**config.mk**
```make
export PLATFORM = sky130hd
export DESIGN_NAME = touch_report_decoder
export DESIGN_NICKNAME = d
export VERILOG_FILES = /design/src/hw/rtl/trd_pkg.sv /design/src/hw/rtl/trd_parse.sv /design/src/hw/rtl/trd_out_fifo.sv /design/src/hw/rtl/touch_report_decoder.sv
export SDC_FILE = /design/constraint.sdc
export NUM_CORES = 1
export LEC_CHECK = 0
export ABC_AREA = 1
export BUFFER_PORTS_ARGS = -buffer_cell sky130_fd_sc_hd__buf_2
export CAP_MARGIN = 10
export CORE_AREA = 2 2 168 170
export DETAILED_ROUTE_END_ITERATION = 10
export DIE_AREA = 0 0 170 172
export PLACE_DENSITY = 0.73
export SLEW_MARGIN = 20
export SYNTH_ARGS = -nofsm -noshare
export SYNTH_HDL_FRONTEND = slang
export SYNTH_SLANG_ARGS = --single-unit
```
**constraint.sdc**
```tcl
create_clock -name clock -period 9.2 [get_ports clock]
set_clock_uncertainty 0.15 [all_clocks]
set_input_delay 0.46 -clock clock [delete_from_list [all_inputs] [get_ports clock]]
set_output_delay 0.46 -clock clock [all_outputs]
set_load 0.01 [all_outputs]
```
**src/hw/rtl/trd_pkg.sv**
```systemverilog
// ----------------------------------------------------------------------------
// trd_pkg: shared types and constants of the touch report decoder
// Result kinds, configuration record, result record and report layout values.
// ----------------------------------------------------------------------------
`default_nettype none

package trd_pkg;

   // report layout
   localparam int unsigned MAX_POINTS   = 5;
   localparam int unsigned RECORD_BYTES = 8;
   localparam int unsigned REC_SHIFT    = $clog2(RECORD_BYTES);

   // byte position counter, saturating
   localparam int unsigned POS_W        = 7;
   localparam logic [POS_W-1:0] POS_LIMIT = 7'd127;

   // status byte fields
   localparam int unsigned READY_BIT    = 7;
   localparam logic [7:0]  COUNT_MASK   = 8'h0F;

   // register map
   localparam int unsigned ADDR_W       = 4;
   localparam logic [1:0]  REG_ENABLE   = 2'd0;
   localparam logic [1:0]  REG_WIDTH    = 2'd1;
   localparam logic [1:0]  REG_HEIGHT   = 2'd2;
   localparam logic [1:0]  REG_CLAMP    = 2'd3;

   localparam logic [12:0] WIDTH_RESET  = 13'd800;
   localparam logic [12:0] HEIGHT_RESET = 13'd480;

   // result queue
   localparam int unsigned QDEPTH       = 4;
   localparam int unsigned QPTR_W       = $clog2(QDEPTH);
   localparam int unsigned QCNT_W       = $clog2(QDEPTH + 1);

   typedef enum logic [1:0] {
      KIND_POINT   = 2'd0,
      KIND_PRESS   = 2'd1,
      KIND_MOVE    = 2'd2,
      KIND_RELEASE = 2'd3
   } kind_type;

   typedef struct packed {
      logic        enable;
      logic [12:0] panel_width;
      logic [12:0] panel_height;
      logic        clamp_enable;
   } cfg_type;

   typedef struct packed {
      kind_type    kind;
      logic [11:0] x_pos;
      logic [11:0] y_pos;
      logic [3:0]  track_id;
      logic [2:0]  point_index;
      logic        final_res;
   } result_type;

   // clamp a coordinate to size minus one, a zero size clamps to zero
   function automatic logic [11:0] clamp_to(input logic [11:0] v, input logic [12:0] size);
      logic [12:0] lim;
      lim = (size == 13'd0) ? 13'd0 : size - 13'd1;
      return ({1'b0, v} > lim) ? lim[11:0] : v;
   endfunction

endpackage

`default_nettype wire

```
**src/hw/rtl/trd_parse.sv**
```systemverilog
// ----------------------------------------------------------------------------
// trd_parse: report byte parser
// Tracks the frame position, assembles point records and forms up to two
// results per accepted byte: a point record and a press, move or release event.
// ----------------------------------------------------------------------------
`default_nettype none

module trd_parse (
   input  wire logic                clock,
   input  wire logic                reset,
   input  wire logic                in_take,
   input  wire logic [7:0]          report_byte,
   input  wire logic                first_byte,
   input  wire logic                last_byte,
   input  trd_pkg::cfg_type         cfg,
   output logic                     slot0_valid,
   output logic                     slot1_valid,
   output trd_pkg::result_type      slot0,
   output trd_pkg::result_type      slot1
);

   logic [trd_pkg::POS_W-1:0] byte_pos_ff, byte_pos_in;
   logic [3:0]  pif_ff, pif_in;
   logic        ready_ff, ready_in;
   logic        touched_ff, touched_in;
   logic [3:0]  rec_id_ff, rec_id_in;
   logic [11:0] rec_x_ff, rec_x_in;
   logic [11:0] rec_y_ff, rec_y_in;
   logic [11:0] first_x_ff, first_x_in;
   logic [11:0] first_y_ff, first_y_in;
   logic [11:0] saved_x_ff, saved_x_in;
   logic [11:0] saved_y_ff, saved_y_in;

   logic [trd_pkg::POS_W-1:0] off_m1;
   logic [3:0]  rec_idx;
   logic [2:0]  rec_pos;
   logic [3:0]  cnt;
   logic [3:0]  pif_mid;
   logic        ready_mid;
   logic        pt_valid, ev_valid;
   trd_pkg::result_type pt, ev;
   logic [11:0] ev_x, ev_y;

   assign off_m1  = byte_pos_ff - trd_pkg::POS_W'(1);
   assign rec_idx = off_m1[trd_pkg::POS_W-1:trd_pkg::REC_SHIFT];
   assign rec_pos = off_m1[trd_pkg::REC_SHIFT-1:0];

   // frame decode for one item
   always_comb begin
      byte_pos_in = byte_pos_ff;
      pif_in      = pif_ff;
      ready_in    = ready_ff;
      touched_in  = touched_ff;
      rec_id_in   = rec_id_ff;
      rec_x_in    = rec_x_ff;
      rec_y_in    = rec_y_ff;
      first_x_in  = first_x_ff;
      first_y_in  = first_y_ff;
      saved_x_in  = saved_x_ff;
      saved_y_in  = saved_y_ff;
      pt_valid    = 1'b0;
      ev_valid    = 1'b0;
      cnt         = report_byte[3:0] & trd_pkg::COUNT_MASK[3:0];
      pif_mid     = pif_ff;
      ready_mid   = ready_ff;
      ev_x        = 12'd0;
      ev_y        = 12'd0;
      pt          = '0;
      ev          = '0;

      // status byte or record byte
      if (first_byte) begin
         if (cnt > 4'(trd_pkg::MAX_POINTS)) begin
            cnt = 4'(trd_pkg::MAX_POINTS);
         end
         ready_mid   = report_byte[trd_pkg::READY_BIT];
         pif_mid     = ready_mid ? cnt : 4'd0;
         first_x_in  = 12'd0;
         first_y_in  = 12'd0;
         byte_pos_in = trd_pkg::POS_W'(1);
      end else begin
         if ((byte_pos_ff != '0) && (rec_idx < pif_ff)) begin
            case (rec_pos)
               3'd0: rec_id_in = report_byte[7:4];
               3'd1: rec_x_in  = {rec_x_ff[11:8], report_byte};
               3'd2: rec_x_in  = {report_byte[3:0], rec_x_ff[7:0]};
               3'd3: rec_y_in  = {rec_y_ff[11:8], report_byte};
               3'd4: begin
                  rec_y_in = {report_byte[3:0], rec_y_ff[7:0]};
                  pt_valid = 1'b1;
                  if (rec_idx == 4'd0) begin
                     first_x_in = rec_x_ff;
                     first_y_in = rec_y_in;
                  end
               end
               default: ;
            endcase
         end
         if (byte_pos_ff < trd_pkg::POS_LIMIT) begin
            byte_pos_in = byte_pos_ff + trd_pkg::POS_W'(1);
         end
      end
      pif_in   = pif_mid;
      ready_in = ready_mid;

      pt.kind        = trd_pkg::KIND_POINT;
      pt.x_pos       = rec_x_ff;
      pt.y_pos       = rec_y_in;
      pt.track_id    = rec_id_ff;
      pt.point_index = rec_idx[2:0];

      // end of report: press or move from point 0, or release at the saved point
      if (last_byte) begin
         if (ready_mid) begin
            if (pif_mid == 4'd0) begin
               if (touched_ff) begin
                  touched_in = 1'b0;
                  ev_valid   = 1'b1;
                  ev.kind    = trd_pkg::KIND_RELEASE;
                  ev.x_pos   = saved_x_ff;
                  ev.y_pos   = saved_y_ff;
               end
            end else begin
               ev_x = first_x_in;
               ev_y = first_y_in;
               if (cfg.clamp_enable) begin
                  ev_x = trd_pkg::clamp_to(ev_x, cfg.panel_width);
                  ev_y = trd_pkg::clamp_to(ev_y, cfg.panel_height);
               end
               ev_valid   = 1'b1;
               ev.kind    = touched_ff ? trd_pkg::KIND_MOVE : trd_pkg::KIND_PRESS;
               ev.x_pos   = ev_x;
               ev.y_pos   = ev_y;
               touched_in = 1'b1;
               saved_x_in = ev_x;
               saved_y_in = ev_y;
            end
         end
         ready_in    = 1'b0;
         pif_in      = 4'd0;
         byte_pos_in = '0;
      end
   end

   // order the results: point first, event second
   always_comb begin
      slot0_valid     = pt_valid | ev_valid;
      slot1_valid     = pt_valid & ev_valid;
      slot0           = pt_valid ? pt : ev;
      slot1           = ev;
      slot0.final_res = ~slot1_valid;
      slot1.final_res = 1'b1;
   end

   // frame state, updated only on an item taken while enabled
   always_ff @(posedge clock) begin
      if (reset) begin
         byte_pos_ff <= '0;
         pif_ff      <= '0;
         ready_ff    <= 1'b0;
         touched_ff  <= 1'b0;
         rec_id_ff   <= '0;
         rec_x_ff    <= '0;
         rec_y_ff    <= '0;
         first_x_ff  <= '0;
         first_y_ff  <= '0;
         saved_x_ff  <= '0;
         saved_y_ff  <= '0;
      end else if (in_take && cfg.enable) begin
         byte_pos_ff <= byte_pos_in;
         pif_ff      <= pif_in;
         ready_ff    <= ready_in;
         touched_ff  <= touched_in;
         rec_id_ff   <= rec_id_in;
         rec_x_ff    <= rec_x_in;
         rec_y_ff    <= rec_y_in;
         first_x_ff  <= first_x_in;
         first_y_ff  <= first_y_in;
         saved_x_ff  <= saved_x_in;
         saved_y_ff  <= saved_y_in;
      end
   end

   // a second result is always an event that follows a point record
   assert property (@(posedge clock) disable iff (reset)
      slot1_valid |-> (slot0.kind == trd_pkg::KIND_POINT && last_byte))
      else $error("second result without a point record before it");

   // the point count never exceeds the limit
   assert property (@(posedge clock) disable iff (reset)
      pif_ff <= 4'(trd_pkg::MAX_POINTS))
      else $error("point count above limit");

   // outside a frame no point count is held
   assert property (@(posedge clock) disable iff (reset)
      !ready_ff |-> pif_ff == 4'd0)
      else $error("point count held without ready status");

endmodule

`default_nettype wire

```
**src/hw/rtl/trd_out_fifo.sv**
```systemverilog
// ----------------------------------------------------------------------------
// trd_out_fifo: result queue
// Takes up to two results a cycle and, while out_stall is low, hands them out
// one a cycle; asks the input to stall while fewer than two entries are free.
// ----------------------------------------------------------------------------
`default_nettype none

module trd_out_fifo (
   input  wire logic                clock,
   input  wire logic                reset,
   input  wire logic                push0,
   input  wire logic                push1,
   input  trd_pkg::result_type      data0,
   input  trd_pkg::result_type      data1,
   output logic                     full,
   output logic                     out_valid,
   input  wire logic                out_stall,
   output trd_pkg::result_type      out_data
);

   trd_pkg::result_type mem_ff [trd_pkg::QDEPTH];
   logic [trd_pkg::QPTR_W-1:0] wptr_ff, wptr_in;
   logic [trd_pkg::QPTR_W-1:0] rptr_ff, rptr_in;
   logic [trd_pkg::QCNT_W-1:0] count_ff, count_in;
   logic [trd_pkg::QPTR_W-1:0] wptr_next;
   logic pop;
   logic [1:0] npush;

   assign out_valid = (count_ff != '0);
   assign out_data  = mem_ff[rptr_ff];
   assign full      = (count_ff > trd_pkg::QCNT_W'(trd_pkg::QDEPTH - 2));
   assign pop       = out_valid & ~out_stall;
   assign npush     = {1'b0, push0} + {1'b0, push1};
   assign wptr_next = wptr_ff + trd_pkg::QPTR_W'(1);

   // pointer and fill count
   always_comb begin
      wptr_in  = wptr_ff + trd_pkg::QPTR_W'(npush);
      rptr_in  = rptr_ff + trd_pkg::QPTR_W'(pop);
      count_in = count_ff + trd_pkg::QCNT_W'(npush) - trd_pkg::QCNT_W'(pop);
   end

   always_ff @(posedge clock) begin
      if (reset) begin
         wptr_ff  <= '0;
         rptr_ff  <= '0;
         count_ff <= '0;
      end else begin
         wptr_ff  <= wptr_in;
         rptr_ff  <= rptr_in;
         count_ff <= count_in;
      end
   end

   // storage, no reset needed
   always_ff @(posedge clock) begin
      if (push0) begin
         mem_ff[wptr_ff] <= data0;
      end
      if (push1) begin
         mem_ff[wptr_next] <= data1;
      end
   end

   assert property (@(posedge clock) disable iff (reset)
      count_ff <= trd_pkg::QCNT_W'(trd_pkg::QDEPTH))
      else $error("result queue overfilled");

   assert property (@(posedge clock) disable iff (reset)
      push1 |-> push0)
      else $error("second result pushed without first");

   assert property (@(posedge clock) disable iff (reset)
      (push0 || push1) |-> !full)
      else $error("push into queue without room for two");

endmodule

`default_nettype wire

```
**src/hw/rtl/touch_report_decoder.sv**
```systemverilog
// ----------------------------------------------------------------------------
// touch_report_decoder: touch controller coordinate report decoder
// Parses report bytes into point records and press, move or release events.
// ----------------------------------------------------------------------------
// One report byte is taken per clock cycle unless stalled. Each byte is
// decoded in the cycle it is taken and its results (none, one, or a point
// record followed by an event) go into a four-entry result queue that hands
// out one result a cycle unless stalled. req_stall rises while the queue has
// fewer than two free entries, so the sustained rate is one byte a cycle
// except where a byte gives two results. Registers are to be written through
// the APB-style port only while no item is in flight; this is not enforced.
`default_nettype none

module touch_report_decoder (
   input  wire logic                         clock,
   input  wire logic                         reset,
   // report bytes
   input  wire logic                         req_valid,
   output logic                              req_stall,
   input  wire logic [7:0]                   req_report_byte,
   input  wire logic                         req_first_byte,
   input  wire logic                         req_last_byte,
   // results
   output logic                              rsp_valid,
   input  wire logic                         rsp_stall,
   output logic [1:0]                        rsp_kind,
   output logic [11:0]                       rsp_x_pos,
   output logic [11:0]                       rsp_y_pos,
   output logic [3:0]                        rsp_track_id,
   output logic [2:0]                        rsp_point_index,
   output logic                              rsp_final_res,
   // configuration
   input  wire logic                         psel,
   input  wire logic                         penable,
   input  wire logic                         pwrite,
   input  wire logic [trd_pkg::ADDR_W-1:0]   paddr,
   input  wire logic [31:0]                  pwdata,
   output logic [31:0]                       prdata,
   output logic                              pready
);

   trd_pkg::cfg_type    cfg_ff, cfg_in;
   trd_pkg::result_type slot0, slot1, head;
   logic                slot0_valid, slot1_valid;
   logic                full;
   logic                in_take;
   logic                cfg_write;
   logic [1:0]          reg_sel;

   assign pready    = 1'b1;
   assign reg_sel   = paddr[3:2];
   assign cfg_write = psel & penable & pwrite & pready;
   assign req_stall = full;
   assign in_take   = req_valid & ~req_stall;

   // register writes
   always_comb begin
      cfg_in = cfg_ff;
      if (cfg_write) begin
         unique case (reg_sel)
            trd_pkg::REG_ENABLE: cfg_in.enable       = pwdata[0];
            trd_pkg::REG_WIDTH:  cfg_in.panel_width  = pwdata[12:0];
            trd_pkg::REG_HEIGHT: cfg_in.panel_height = pwdata[12:0];
            trd_pkg::REG_CLAMP:  cfg_in.clamp_enable = pwdata[0];
            default: ;
         endcase
      end
   end

   always_ff @(posedge clock) begin
      if (reset) begin
         cfg_ff.enable       <= 1'b0;
         cfg_ff.panel_width  <= trd_pkg::WIDTH_RESET;
         cfg_ff.panel_height <= trd_pkg::HEIGHT_RESET;
         cfg_ff.clamp_enable <= 1'b1;
      end else begin
         cfg_ff <= cfg_in;
      end
   end

   // register read back
   always_comb begin
      prdata = 32'd0;
      unique case (reg_sel)
         trd_pkg::REG_ENABLE: prdata = {31'd0, cfg_ff.enable};
         trd_pkg::REG_WIDTH:  prdata = {19'd0, cfg_ff.panel_width};
         trd_pkg::REG_HEIGHT: prdata = {19'd0, cfg_ff.panel_height};
         trd_pkg::REG_CLAMP:  prdata = {31'd0, cfg_ff.clamp_enable};
         default: prdata = 32'd0;
      endcase
   end

   trd_parse u_parse (
      .clock       (clock),
      .reset       (reset),
      .in_take     (in_take),
      .report_byte (req_report_byte),
      .first_byte  (req_first_byte),
      .last_byte   (req_last_byte),
      .cfg         (cfg_ff),
      .slot0_valid (slot0_valid),
      .slot1_valid (slot1_valid),
      .slot0       (slot0),
      .slot1       (slot1)
   );

   trd_out_fifo u_out_fifo (
      .clock     (clock),
      .reset     (reset),
      .push0     (in_take & cfg_ff.enable & slot0_valid),
      .push1     (in_take & cfg_ff.enable & slot1_valid),
      .data0     (slot0),
      .data1     (slot1),
      .full      (full),
      .out_valid (rsp_valid),
      .out_stall (rsp_stall),
      .out_data  (head)
   );

   assign rsp_kind        = head.kind;
   assign rsp_x_pos       = head.x_pos;
   assign rsp_y_pos       = head.y_pos;
   assign rsp_track_id    = head.track_id;
   assign rsp_point_index = head.point_index;
   assign rsp_final_res   = head.final_res;

endmodule

`default_nettype wire

```
==> key figures <==
Run status
  – Result of the run: complete, no violations

Route
  – Number of detailed-routing iterations run before antenna repair: 6
  – Wirelength per Cell: 17.08 um
  – Via-to-Cell Ratio: 5.651
  – DRC violations left: 0
  – Iter 0 DRT Violations: 1233
  – Final WL: 40790 um
  – Count of vias placed by the detailed router: 13490
  – Number of nets still failing antenna checks after routing: 0

Yosys
  – Number of distinct library cell variants in the gate-level netlist after synthesis: 48
  – Mapped Cells: 1991
  – Netlist area before placement: 14800 um^2
  – Most used standard cell by instance count after synthesis: sky130_fd_sc_hd__nand2_1
  – Synth cell count leaders: sky130_fd_sc_hd__nand2_1 (421), sky130_fd_sc_hd__nor2_1 (235), sky130_fd_sc_hd__o21ai_0 (201), sky130_fd_sc_hd__nand3_1 (175), sky130_fd_sc_hd__inv_1 (169)
  – Share of the yosys chip area belonging to registers: 0.4167
  – Synthesis-stage register bit count: 256
  – Portion of synthesized cell area occupied by the leading cell type: 0.2111
  – Commonest register cell after synthesis: sky130_fd_sc_hd__dfxtp_1
  – Async set-or-reset flop fraction in the synthesized netlist: 0
  – Synthesized area per cell: 7.432 um^2
  – EDFF count, synth: 104
  – Largest area contributor in the synthesized netlist: sky130_fd_sc_hd__edfxtp_1
  – Area contributors post-synth: sky130_fd_sc_hd__edfxtp_1 (21%), sky130_fd_sc_hd__dfxtp_1 (21%), sky130_fd_sc_hd__nand2_1 (11%)
  – Number of warnings printed during yosys synthesis: 0

Layout
  – Final-stage net count: 2111
  – Synthesis-to-layout area growth: 9.792%
  – Antenna diodes: 0
  – Proportion of layout cells with a drive suffix above 1: 0.1303

Clock tree
  – TritonCTS clock tree: built
  – Clk Latency, worst-skew pair: 0.55 ns
  – Number of resized instances in the post-cts repair step: 0
  – Clock slew at reported path FFs: 0.06 ns
  – Inserted Clock Buffers: 28
  – CTS root buffer: sky130_fd_sc_hd__clkbuf_16
  – Clock net sink count: 256
  – Count of H-tree levels built during CTS: 1
  – Clock Tree Buf Depth: 3

Timing
  – Total count of hold-check failures in the final report: 0
  – Final sum of negative setup slack: 0 ns
  – Setup repair after global routing missed its margin: false
  – Relative max-transition margin: 0.2623
  – Final max-slew violation count: 0
  – Setup violations, final: 0
  – Crit path time final: 5.967 ns
  – Transition time of the tightest slew-check pin: 1.102 ns
  – Final worst slack: 3.233 ns
  – Portion of the clock cycle consumed by the worst path in the final layout: 0.6486
  – Max Clk Rate: 167.6 MHz

Die
  – Total I/O pin count: 122
  – Core Footprint: 27480 um^2
  – Chip width: 170 um
  – Chip Height: 172 um
  – FP Rows: 61
  – Effective utilization at floorplan: 0.5385
  – Die area: 29240 um^2

GRT
  – GRT met1 Usage: 0.3809
  – Number of antenna violations at the first check in global routing: 0
  – Via count of the first global-routing pass: 12240
  – GR Util All Layers: 0.2789
  – Met3 usage in global routing: 0.03571
  – Gr busiest metal: met2
  – Largest net degree at the start of global routing: 70
  – Global-route wire length before repair: 64710 um
  – Total overflow reported by the global router: 0
  – Met2 Usage GRT: 0.4648

Critical path
  – Worst endpoint data arrival time: 6.12 ns
  – Worst setup path category: reg -> reg
  – Most prevalent standard cell on the critical path: sky130_fd_sc_hd__nand2_1
  – Worst EP required: 9.35 ns
  – Slowest cell delay on critical path: 0.69 ns
  – Max FO, Critical Path: 30
  – Buffers plus inverters on the worst setup path: 3
  – Kind of cell with the highest combined delay on the critical path: simple AND/OR/NAND/NOR gates
  – Highest-delay cell along the critical path: sky130_fd_sc_hd__inv_1
  – Startpoint types: register
  – CP endpoint kind: register

Worst hold path
  – Worst min-delay path category: in -> reg

Pwr
  – Maximum resistive drop on vdd: 0.1945 mV
  – Leakage: 6.749 nW
  – Power density normalized to cell area: 170.9 nW/um^2

Placement
  – Setup slack at placement: 3.286 ns
  – Half-perimeter wire length after detailed placement: 27090 um
  – Gpl congestion: 0.9052
  – Number of port buffers: 80

Run
  – Maximum capacitance violations: 0
==> per-stage QoR <==
step	hold WS, ns	std cells	instance area (um^2)	power [mW]	util
after floorplan	0.2731	2009	14860	1.506	-
after global placement	0.2835	2335	15270	1.632	0.5559
after detailed placement	0.2872	2335	15270	1.642	0.5559
after CTS	0.004742	2388	16250	2.776	0.5913
after global routing	0.02375	2388	16250	2.874	0.5913
final	0.01258	2388	16250	2.776	0.5913
==> layout by cell type, fill, tap and decap left out, types with 35 or more instances in the layout <==
cell type,Yosys,layout
sky130_fd_sc_hd__buf_2,11,80
sky130_fd_sc_hd__inv_1,169,168
sky130_fd_sc_hd__nand3_2,35,35
sky130_fd_sc_hd__dfxtp_1,152,151
sky130_fd_sc_hd__a21oi_1,138,138
sky130_fd_sc_hd__edfxtp_1,104,104
sky130_fd_sc_hd__nand2_1,421,421
sky130_fd_sc_hd__nor2_1,235,233
sky130_fd_sc_hd__o22ai_1,41,41
sky130_fd_sc_hd__o21ai_0,201,201
sky130_fd_sc_hd__nand3_1,175,175
sky130_fd_sc_hd__ha_1,36,36
==> tightest hold or removal path: cells and delay by family <==
| family | cells | cell delay, ns |
|---|---|---|
| AOI/OAI and AO/OA | 1 | 0.07 |
| buffers and inverters | 1 | 0.10 |
| and+or+nand+nor | 1 | 0.06 |
==> report_power, final <==
| part | internal, mW | total (mW) | switching [mW] |
|---|---|---|---|
| Sequential | 1.18 | 1.19 | 0.00746 |
| Combinational | 0.123 | 0.432 | 0.308 |
| Clock | 0.683 | 1.15 | 0.471 |
==> cell families (layout without fill, tap and decap cells) <==
logic type / Yosys count / after routing / synth area share
AOI/OAI and AO/OA: 407 / 407 / 0.1465
xor gates and xnor gates: 24 / 24 / 0.01522
buffers and inverters: 298 / 331 / 0.08515
other: 2 / 20 / 0.0005075
adders and majority gates: 37 / 37 / 0.03179
and+or+nand+nor: 967 / 967 / 0.3042
DFF: 256 / 256 / 0.4167
==> metal layers <==
layer  vias to the layer above  wire [um]
li1                       6653          -
met1                      6170      17430
met2                       574      18760
met3                        97       3471
met4                         0       1131
met5                         -          0
==> flip-flops by register name, summed over array words and instances, names as in the netlist <==
register,count
u_parse.pif_ff,4
u_parse.first_x_ff,12
u_parse.rec_id_ff,4
u_parse.rec_x_ff,12
u_parse.saved_y_ff,12
u_parse.ready_ff,1
u_parse.first_y_ff,12
u_parse.byte_pos_ff,7
u_out_fifo.count_ff,3
u_parse.touched_ff,1
u_out_fifo.rptr_ff,2
u_parse.saved_x_ff,12
u_out_fifo.mem_ff,136
u_parse.rec_y_ff,8
u_out_fifo.wptr_ff,2
cfg_ff,28
==> what timing repair did <==
| action | in CTS | in global routing |
|---|---|---|
| buffers inserted | 0 | 0 |
| endpoints found under the setup margin | 0 | 0 |
| hold endpoints to repair | 3 | 0 |
| hold buffers | 2 | 0 |
==> area by class of cell <==
cell class / count / area, um^2
clock buffer: 38 / 823.3
clock inverter: 13 / 127.6
fill: 2524 / 11230
inverter: 177 / 664.4
multi-input combinational: 1455 / 7452
sequential: 256 / 6167
tap: 346 / 432.9
timing repair buffer: 103 / 578.1
==> final timing paths <==
check / start / to / slack [ns] / cells past startpoint
worst max-delay path: u_parse.byte_pos_ff[0] / u_out_fifo.mem_ff[2][20] / 3.23 / 25
worst min-delay path: pwdata[5] / cfg_ff[19] / 0.01 / 3
worst max register to register: u_parse.byte_pos_ff[0] / u_out_fifo.mem_ff[2][20] / 3.23 / 25
worst min register to register: u_parse.rec_id_ff[0] / u_parse.rec_id_ff[0] / 0.30 / 2
Power figures use the tool's default switching activity.
